<file path="config.mk">
export PLATFORM = sky130hd
export DESIGN_NAME = cascaded_autopilot_pid_top
export DESIGN_NICKNAME = d
export VERILOG_FILES = /design/src/cap_pkg.sv /design/src/cap_ctrl.sv /design/src/cap_dp.sv /design/src/cascaded_autopilot_pid_top.sv
export SDC_FILE = /design/constraint.sdc
export NUM_CORES = 2
export LEC_CHECK = 0
export BUFFER_PORTS_ARGS = -buffer_cell sky130_fd_sc_hd__buf_4
export CORE_ASPECT_RATIO = 1.1
export CORE_MARGIN = 2
export CORE_UTILIZATION = 40
export DETAILED_ROUTE_END_ITERATION = 12
export SKIP_CTS_REPAIR_TIMING = 1
export SLEW_MARGIN = 40
export SYNTH_ARGS = -nofsm -noshare
export SYNTH_HDL_FRONTEND = slang
export SYNTH_SLANG_ARGS = --single-unit
</file>
<file path="constraint.sdc">
create_clock -name clock -period 11.2 [get_ports clock]
set_input_delay 0 -clock clock [delete_from_list [all_inputs] [get_ports clock]]
set_output_delay 0 -clock clock [all_outputs]
set_load 0.01 [all_outputs]
</file>
<file path="src/cap_pkg.sv">
// Types and constants for the cascaded autopilot block.
// No dependencies.
`default_nettype none
package cap_pkg;
   typedef enum logic [2:0] {
      ST_IDLE, ST_WRAP, ST_MUL, ST_SUM, ST_SPLIT, ST_OUT
   } state_type;

   typedef struct packed {
      logic load;
      logic wrap;
      logic mul;
      logic sum;
      logic split;
      logic [2:0] mul_sel;
      logic out_load;
   } cmd_type;

   localparam int unsigned HdgFull = 92160;
   localparam int unsigned RollHalf = 46080;
   localparam int unsigned AilLim = 1280;
   localparam int unsigned ClimbLim = 204800;
   localparam int unsigned ElevLim = 6144;

   localparam logic [2:0] MUL_ALT = 3'd0;
   localparam logic [2:0] MUL_KP = 3'd1;
   localparam logic [2:0] MUL_KD = 3'd2;
   localparam logic [2:0] MUL_KI = 3'd3;
   localparam logic [2:0] MUL_CLIMB = 3'd4;

   localparam logic [2:0] CSR_ENGAGED = 3'd0;
   localparam logic [2:0] CSR_TGT_HDG = 3'd1;
   localparam logic [2:0] CSR_TGT_ALT = 3'd2;
   localparam logic [2:0] CSR_HEAD_KP = 3'd3;
   localparam logic [2:0] CSR_HEAD_KD = 3'd4;
   localparam logic [2:0] CSR_HEAD_KI = 3'd5;
   localparam logic [2:0] CSR_ALT_KP = 3'd6;
   localparam logic [2:0] CSR_CLIMB_KP = 3'd7;
endpackage
`default_nettype wire

</file>
<file path="src/cap_ctrl.sv">
// Sequencer for the autopilot datapath.
// Depends on cap_pkg.
`default_nettype none
module cap_ctrl (
   input  wire logic           clock,
   input  wire logic           reset,
   input  wire logic           req_valid,
   output logic                req_stall,
   output logic                rsp_valid,
   input  wire logic           rsp_stall,
   output cap_pkg::cmd_type    cmd
);
   import cap_pkg::*;
   state_type state_ff, state_in;
   logic [2:0] cnt_ff, cnt_in;
   logic rsp_valid_ff, rsp_valid_in;

   always_comb begin
      state_in = state_ff;
      cnt_in = cnt_ff;
      unique case (state_ff)
         ST_IDLE: if (req_valid) state_in = ST_WRAP;
         ST_WRAP: begin
            state_in = ST_MUL;
            cnt_in = MUL_ALT;
         end
         ST_MUL: begin
            cnt_in = cnt_ff + 3'd1;
            if (cnt_ff == MUL_CLIMB) state_in = ST_SUM;
         end
         ST_SUM: state_in = ST_SPLIT;
         ST_SPLIT: state_in = ST_OUT;
         ST_OUT: if (!rsp_valid_ff || !rsp_stall) state_in = ST_IDLE;
         default: state_in = ST_IDLE;
      endcase
   end

   always_comb begin
      cmd = '0;
      unique case (state_ff)
         ST_IDLE: cmd.load = req_valid;
         ST_WRAP: cmd.wrap = 1'b1;
         ST_MUL: begin
            cmd.mul = 1'b1;
            cmd.mul_sel = cnt_ff;
         end
         ST_SUM: cmd.sum = 1'b1;
         ST_SPLIT: cmd.split = 1'b1;
         ST_OUT: cmd.out_load = !rsp_valid_ff || !rsp_stall;
         default: cmd = '0;
      endcase
   end

   assign req_stall = reset || (state_ff != ST_IDLE);
   assign rsp_valid = rsp_valid_ff;
   always_comb begin
      rsp_valid_in = rsp_valid_ff;
      if (!rsp_stall) rsp_valid_in = 1'b0;
      if (cmd.out_load) rsp_valid_in = 1'b1;
   end

   always_ff @(posedge clock) begin
      if (reset) begin
         state_ff <= ST_IDLE;
         cnt_ff <= '0;
         rsp_valid_ff <= 1'b0;
      end else begin
         state_ff <= state_in;
         cnt_ff <= cnt_in;
         rsp_valid_ff <= rsp_valid_in;
      end
   end
endmodule
`default_nettype wire

</file>
<file path="src/cap_dp.sv">
// Datapath: wraps, shared multiplier, clamps and aileron split.
// Depends on cap_pkg.
`default_nettype none
module cap_dp (
   input  wire logic                clock,
   input  wire logic                reset,
   input  wire cap_pkg::cmd_type    cmd,
   input  wire logic                engaged,
   input  wire logic        [16:0]  target_heading,
   input  wire logic signed [23:0]  target_altitude,
   input  wire logic        [15:0]  head_kp,
   input  wire logic        [15:0]  head_kd,
   input  wire logic        [15:0]  head_ki,
   input  wire logic        [15:0]  alt_kp,
   input  wire logic        [15:0]  climb_kp,
   input  wire logic signed [18:0]  heading_meas,
   input  wire logic signed [17:0]  roll_meas,
   input  wire logic signed [22:0]  climb_rate,
   input  wire logic signed [23:0]  altitude,
   output logic signed [11:0]       left_aileron,
   output logic signed [11:0]       right_aileron,
   output logic signed [13:0]       elevator
);
   import cap_pkg::*;
   logic signed [18:0] h_ff;
   logic signed [17:0] r_ff;
   logic signed [22:0] vs_ff;
   logic signed [23:0] alt_ff;
   logic [16:0] last_ff;
   logic signed [31:0] integ_ff;
   logic signed [19:0] err_ff;
   logic signed [18:0] der_ff;
   logic signed [19:0] s_ff;
   logic signed [63:0] pid_ff;
   logic signed [48:0] ct_ff;
   logic signed [13:0] elev_ff;
   logic signed [11:0] left_ff, right_ff, left_o_ff, right_o_ff;
   logic signed [13:0] elev_o_ff;
   logic signed [35:0] rerr_ff;

   logic signed [19:0] hw, rw;
   logic signed [19:0] err_w;
   logic signed [32:0] isum;
   logic signed [9:0] erem;
   logic signed [49:0] prod;
   logic signed [32:0] ma;
   logic signed [16:0] mb;
   logic signed [63:0] pidc;
   logic signed [39:0] roll_tgt;
   logic signed [48:0] ctc;
   logic signed [40:0] ctf;
   logic signed [41:0] re;
   logic signed [40:0] ev;
   logic signed [23:0] tri7;
   logic signed [43:0] q10;
   logic signed [19:0] sneg;
   logic signed [19:0] sl, sr;

   always_comb begin
      hw = 20'(h_ff);
      if (h_ff > 19'sd92160) begin
         if (h_ff >= 19'sd184320) hw = 20'(h_ff) - 20'sd184320;
         else hw = 20'(h_ff) - 20'sd92160;
      end
      if (h_ff < 19'sd0) begin
         if (h_ff <= -19'sd184320) hw = 20'(h_ff) + 20'sd276480;
         else if (h_ff <= -19'sd92160) hw = 20'(h_ff) + 20'sd184320;
         else hw = 20'(h_ff) + 20'sd92160;
      end
      rw = 20'(r_ff);
      if (r_ff > 18'sd46080) begin
         if (r_ff >= 18'sd92160) rw = 20'(r_ff) - 20'sd138240;
         else rw = 20'(r_ff) - 20'sd92160;
      end
      if (r_ff < -18'sd46080) begin
         if (r_ff <= -18'sd92160) rw = 20'(r_ff) + 20'sd138240;
         else rw = 20'(r_ff) + 20'sd92160;
      end
      err_w = $signed({3'b0, target_heading}) - hw;
      erem = 10'(err_w % 20'sd512);
      isum = 33'(integ_ff) + 33'(erem);
   end

   always_comb begin
      ma = '0;
      mb = '0;
      case (cmd.mul_sel)
         MUL_KP: begin ma = 33'(err_ff); mb = $signed({1'b0, head_kp}); end
         MUL_KD: begin ma = 33'(der_ff); mb = $signed({1'b0, head_kd}); end
         MUL_KI: begin ma = 33'(integ_ff); mb = $signed({1'b0, head_ki}); end
         MUL_ALT: begin
            ma = 33'(alt_ff) - 33'(target_altitude);
            mb = $signed({1'b0, alt_kp});
         end
         default: begin
            ma = 33'(rerr_ff);
            mb = $signed({1'b0, climb_kp});
         end
      endcase
      prod = 50'(ma * mb);
   end

   always_comb begin
      pidc = pid_ff;
      if (pid_ff > (64'sd20 <<< 24)) pidc = 64'sd20 <<< 24;
      if (pid_ff < -(64'sd20 <<< 24)) pidc = -(64'sd20 <<< 24);
      roll_tgt = 40'(pidc >>> 16);
      ctc = -ct_ff;
      if (ctc > 49'sd52428800) ctc = 49'sd52428800;
      if (ctc < -49'sd52428800) ctc = -49'sd52428800;
      ctf = 41'(ctc >>> 8);
      re = 42'(vs_ff) - 42'(ctf);
      if (re > 42'sd204800) re = 42'sd204800;
      if (re < -42'sd204800) re = -42'sd204800;
      ev = 41'(prod >>> 16);
      sneg = -s_ff;
      tri7 = (s_ff > 0) ? 24'(s_ff) * 24'sd7 : 24'(sneg) * 24'sd7;
      q10 = 44'(tri7) * 44'sd419431;
      if (s_ff > 0) begin
         sl = 20'(q10 >>> 22);
         sr = sneg;
         if (sl > 20'sd1280) sl = 20'sd1280;
         if (sr < -20'sd1280) sr = -20'sd1280;
      end else begin
         sl = s_ff;
         sr = 20'(q10 >>> 22);
         if (sl < -20'sd1280) sl = -20'sd1280;
         if (sr > 20'sd1280) sr = 20'sd1280;
      end
   end

   always_ff @(posedge clock) begin
      if (reset) begin
         last_ff <= '0;
         integ_ff <= '0;
      end else if (cmd.wrap) begin
         last_ff <= 17'(hw);
         if (!engaged) integ_ff <= '0;
         else if (isum > 33'sd2147483647) integ_ff <= 32'sh7fffffff;
         else if (isum < -33'sd2147483648) integ_ff <= 32'sh80000000;
         else integ_ff <= 32'(isum);
      end
   end

   always_ff @(posedge clock) begin
      if (cmd.load) begin
         h_ff <= heading_meas;
         r_ff <= roll_meas;
         vs_ff <= climb_rate;
         alt_ff <= altitude;
      end
      if (cmd.wrap) begin
         err_ff <= err_w;
         der_ff <= 19'(hw - $signed({3'b0, last_ff}));
         r_ff <= 18'(rw);
      end
      if (cmd.mul) begin
         case (cmd.mul_sel)
            MUL_KP: begin
               pid_ff <= 64'(prod) <<< 8;
               rerr_ff <= 36'(re);
            end
            MUL_KD: pid_ff <= pid_ff + (64'(prod) <<< 8);
            MUL_KI: pid_ff <= pid_ff + 64'(prod);
            MUL_ALT: ct_ff <= 49'(prod);
            default: begin
               if (ev > 41'sd6144) elev_ff <= 14'sd6144;
               else if (ev < -41'sd6144) elev_ff <= -14'sd6144;
               else elev_ff <= 14'(ev);
            end
         endcase
      end
      if (cmd.sum) s_ff <= 20'(roll_tgt) - 20'(r_ff);
      if (cmd.split) begin
         left_ff <= 12'(sl);
         right_ff <= 12'(sr);
      end
      if (cmd.out_load) begin
         left_o_ff <= left_ff;
         right_o_ff <= right_ff;
         elev_o_ff <= elev_ff;
      end
   end

   assign left_aileron = left_o_ff;
   assign right_aileron = right_o_ff;
   assign elevator = elev_o_ff;
endmodule
`default_nettype wire

</file>
<file path="src/cascaded_autopilot_pid_top.sv">
// Top level of the cascaded autopilot: registers, sequencer, datapath.
// Depends on cap_pkg, cap_ctrl, cap_dp.
//
// channel | direction | handshake
// req     | in        | req_valid / req_stall
// rsp     | out       | rsp_valid / rsp_stall
// csr     | in        | csr_write, csr_index, csr_data
//
// After a transaction is accepted, its result passes through wrap,
// five passes through the one shared multiplier, sum, split and output load.
// The input is not taken again until the sequencer is back in idle after the output load.
// A stalled result holds the sequencer before the output load, stalling the input.
// Reset is synchronous, stalls the input and restores register defaults.
`default_nettype none
module cascaded_autopilot_pid_top (
   input  wire logic                clock,
   input  wire logic                reset,
   input  wire logic                csr_write,
   input  wire logic        [2:0]   csr_index,
   input  wire logic        [23:0]  csr_data,
   input  wire logic                req_valid,
   output logic                     req_stall,
   input  wire logic signed [18:0]  req_heading_meas,
   input  wire logic signed [17:0]  req_roll_meas,
   input  wire logic signed [22:0]  req_climb_rate,
   input  wire logic signed [23:0]  req_altitude,
   output logic                     rsp_valid,
   input  wire logic                rsp_stall,
   output logic signed [11:0]       rsp_left_aileron,
   output logic signed [11:0]       rsp_right_aileron,
   output logic signed [13:0]       rsp_elevator
);
   import cap_pkg::*;
   cmd_type cmd;
   logic engaged_ff;
   logic [16:0] tgt_hdg_ff;
   logic signed [23:0] tgt_alt_ff;
   logic [15:0] head_kp_ff, head_kd_ff, head_ki_ff, alt_kp_ff, climb_kp_ff;

   always_ff @(posedge clock) begin
      if (reset) begin
         engaged_ff <= 1'b0;
         tgt_hdg_ff <= '0;
         tgt_alt_ff <= '0;
         head_kp_ff <= 16'd256;
         head_kd_ff <= 16'd2560;
         head_ki_ff <= 16'd655;
         alt_kp_ff <= 16'd12800;
         climb_kp_ff <= 16'd328;
      end else if (csr_write) begin
         unique case (csr_index)
            CSR_ENGAGED: engaged_ff <= csr_data[0];
            CSR_TGT_HDG: tgt_hdg_ff <= csr_data[16:0];
            CSR_TGT_ALT: tgt_alt_ff <= $signed(csr_data);
            CSR_HEAD_KP: head_kp_ff <= csr_data[15:0];
            CSR_HEAD_KD: head_kd_ff <= csr_data[15:0];
            CSR_HEAD_KI: head_ki_ff <= csr_data[15:0];
            CSR_ALT_KP: alt_kp_ff <= csr_data[15:0];
            CSR_CLIMB_KP: climb_kp_ff <= csr_data[15:0];
            default: ;
         endcase
      end
   end

   cap_ctrl u_ctrl (
      .clock(clock), .reset(reset), .req_valid(req_valid), .req_stall(req_stall),
      .rsp_valid(rsp_valid), .rsp_stall(rsp_stall), .cmd(cmd)
   );

   cap_dp u_dp (
      .clock(clock), .reset(reset), .cmd(cmd), .engaged(engaged_ff),
      .target_heading(tgt_hdg_ff), .target_altitude(tgt_alt_ff),
      .head_kp(head_kp_ff), .head_kd(head_kd_ff), .head_ki(head_ki_ff),
      .alt_kp(alt_kp_ff), .climb_kp(climb_kp_ff),
      .heading_meas(req_heading_meas), .roll_meas(req_roll_meas),
      .climb_rate(req_climb_rate), .altitude(req_altitude),
      .left_aileron(rsp_left_aileron), .right_aileron(rsp_right_aileron),
      .elevator(rsp_elevator)
   );
endmodule
`default_nettype wire

</file>
==> metrics.txt <==
Top Metal Used=met5; fin crit share=101%; unrepaired setup endpoints after global routing=yes; CORE AREA=170000 um2; first-pass GRT wire length=353000 um; Die ar.=175000 um2; Syn Nets=9284; crit end category=register; Tightest Pin Transition=0.898 ns; Layout Nets=10.4k; DR iter-0 viols=4241; Hold Worst Slack=0.0103 ns; Clk Latency, worst-skew pair=0.73 ns; Max H-tree Level=3; Slew Limit Fails=0; DRT met1 WL=94600 um; Cell Area, Synth=68500 um2; CP Max Fanout=14; Top delay family on crit path=compound AO/OA/AOI/OAI gates; startpoint types=register; Layout fillers=16.0k; Ports=156; site row count=159; drt total wl=230000 um; Layout Cells excl Fill=11.2k; Total Routing Usage GR=26.1%; max incr delay on CP=0.56 ns; Fmax=88.4 MHz; WS Path Type=reg2reg; area of the multi-input gates=50400 um2; met2 wire length=111000 um; final setup fails=9; Seq/Total Area, Yosys=21.2%; Clk pin slew, worst setup/hold paths=0.06 ns; layout cells sized above 1=19.8%; vias in the first global route=61.0k; Arrival @ worst endpoint=11.73 ns; max_slew headroom=39.9%; Most used DFF post-synth=edfxtp_1; Area Overhead vs Synth=24.8%; failing checks=setup timing; Async SR Flop Fraction=0%; CTS tree=built; syn avg cell area=8.83 um2; DRT Pass-1 Iters=8; Yosys cell types=114; clock buffer depth=3; setup tns final=-0.500 ns; Setup WS post-layout=-0.118 ns; Detailed Place HPWL=187000 um; WL/cell=20.6 um; Reg area=14500 um2; TritonCTS buffer count=69; initial core utilization=40.2%; Antenna Nets Post-Route=0; WP data required=11.61 ns; setup skew after layout=0.0601 ns; Placed Cells incl. Taps=10.9k; die span in x=399 um; Bufs and invs on worst path=11; final-report hold violation count=0; vias=60.3k; DRC=0; Post-synth EDFFs=365; Root Driver=clkbuf_16; largest net degree at the start of global routing=82; met3 wire len=12600 um; Period minus WS final=11.32 ns; Port Buf Inserts=155; Mapped Cells=7754; CTS Sinks=543; Min-Delay Path Class=in2reg; initial antenna violation count=7; #FFs+latches synth=543; max-cap violation count=0; drt via density=5.39; status=finished, violations left; CP max stage cell=fa_1; die height=438 um; yosys warns=0; GPL Wtd Cong=0.950; Remaining Overflow, GRT=0
## metal layers
metal  GRT usage (%)  up-vias
met5               0        -
met4            11.2        4
met3            3.10      468
met2            44.6     1752
met1            33.3    29800
li1                -    28300
## cell usage after synthesis, drive strengths merged, types with 24 or more instances
master | number | area (um2)
buf | 28 | 135
a21boi | 30 | 225
o21bai | 47 | 353
a31oi | 62 | 409
and2 | 79 | 495
o21a | 93 | 698
nor2b | 79 | 494
a21oi | 492 | 2460
o31ai | 50 | 394
a211oi | 54 | 410
mux2i | 38 | 380
ha | 665 | 8320
or3 | 29 | 181
nor3 | 105 | 547
or2 | 25 | 156
nor2 | 578 | 2180
xnor2 | 254 | 2230
clkbuf | 251 | 968
nand2 | 872 | 3270
inv | 1223 | 4590
o21ai | 304 | 1520
a22oi | 68 | 510
and3 | 39 | 245
dfxtp | 178 | 3560
fa | 749 | 15000
a21o | 185 | 1390
a211o | 24 | 210
nand3 | 130 | 663
nand2b | 72 | 450
mux2 | 44 | 495
nor4 | 39 | 259
nand4 | 72 | 450
xor2 | 120 | 1060
edfxtp | 365 | 11000
## cell families (layout without fill, tap and decap cells)
group	Yosys count	count (layout)	share of synthesized area, %
buf+inv	1504	2693	8.33
mux	82	82	1.28
fa+ha+maj	1415	1415	34.1
xor+xnor	374	374	4.80
simple gates	2192	2192	14.7
flops	543	543	21.2
other cells	0	2	0
compound gates	1644	1644	15.7
## worst paths after layout
path                        startpoint              endpoint  slack (ns)  depth (start not counted)
setup reg to reg        u_dp.alt_ff[1]       u_dp.pid_ff[56]       -0.12                         51
hold / removal    req_heading_meas[14]         u_dp.h_ff[14]        0.01                          2
setup / recovery        u_dp.alt_ff[1]       u_dp.pid_ff[56]       -0.12                         51
hold reg to reg        u_dp.left_ff[2]  u_dp.left_aileron[2]        0.42                          0
## layout make-up
cell class                 count  share of cell area [%]
inverter                    1225                    5.39
antenna                        2                 0.00585
clock buffer                  92                    2.31
timing repair buffer        1343                    12.7
clock inverter                33                   0.407
multi-input combinational   5707                    58.9
sequential                   543                    17.0
tap                         2254                    3.30
## stage by stage
step	setup WS, ns	area, um2	util [%]
finish	-0.118	85500	50.1
global placement	-0.812	79200	46.5
detailed placement	-0.910	79300	46.5
floorplan	-0.0736	68600	-
CTS	-0.974	81600	47.9
global route	-0.576	85500	50.1
## flip-flops by register name, indices dropped and copies added, names as in the netlist, 14 cells and up
signal,flops
head_kp_ff,16
u_dp.err_ff,20
u_dp.der_ff,19
u_dp.r_ff,18
u_dp.rerr_ff,33
tgt_hdg_ff,17
head_kd_ff,16
alt_kp_ff,16
u_dp.s_ff,20
u_dp.elev_ff,14
tgt_alt_ff,24
u_dp.alt_ff,24
head_ki_ff,16
u_dp.pid_ff,64
u_dp.integ_ff,32
u_dp.h_ff,19
u_dp.ct_ff,49
u_dp.vs_ff,23
u_dp.last_ff,17
u_dp.elevator,14
climb_kp_ff,16
## cells in the final DEF (no fill, tap or decap), types with 179 or more instances in the layout
| master | instances |
|---|---|
| nand2_1 | 860 |
| ha_1 | 626 |
| a21oi_1 | 444 |
| nor2_1 | 547 |
| buf_4 | 1148 |
| edfxtp_1 | 365 |
| xnor2_1 | 232 |
| o21ai_0 | 215 |
| fa_1 | 734 |
| a21o_1 | 179 |
| inv_1 | 1199 |
Power is left out: the tool's default activity adds up to more than one toggle a clock period on the data nets, which glitch-free logic cannot reach.
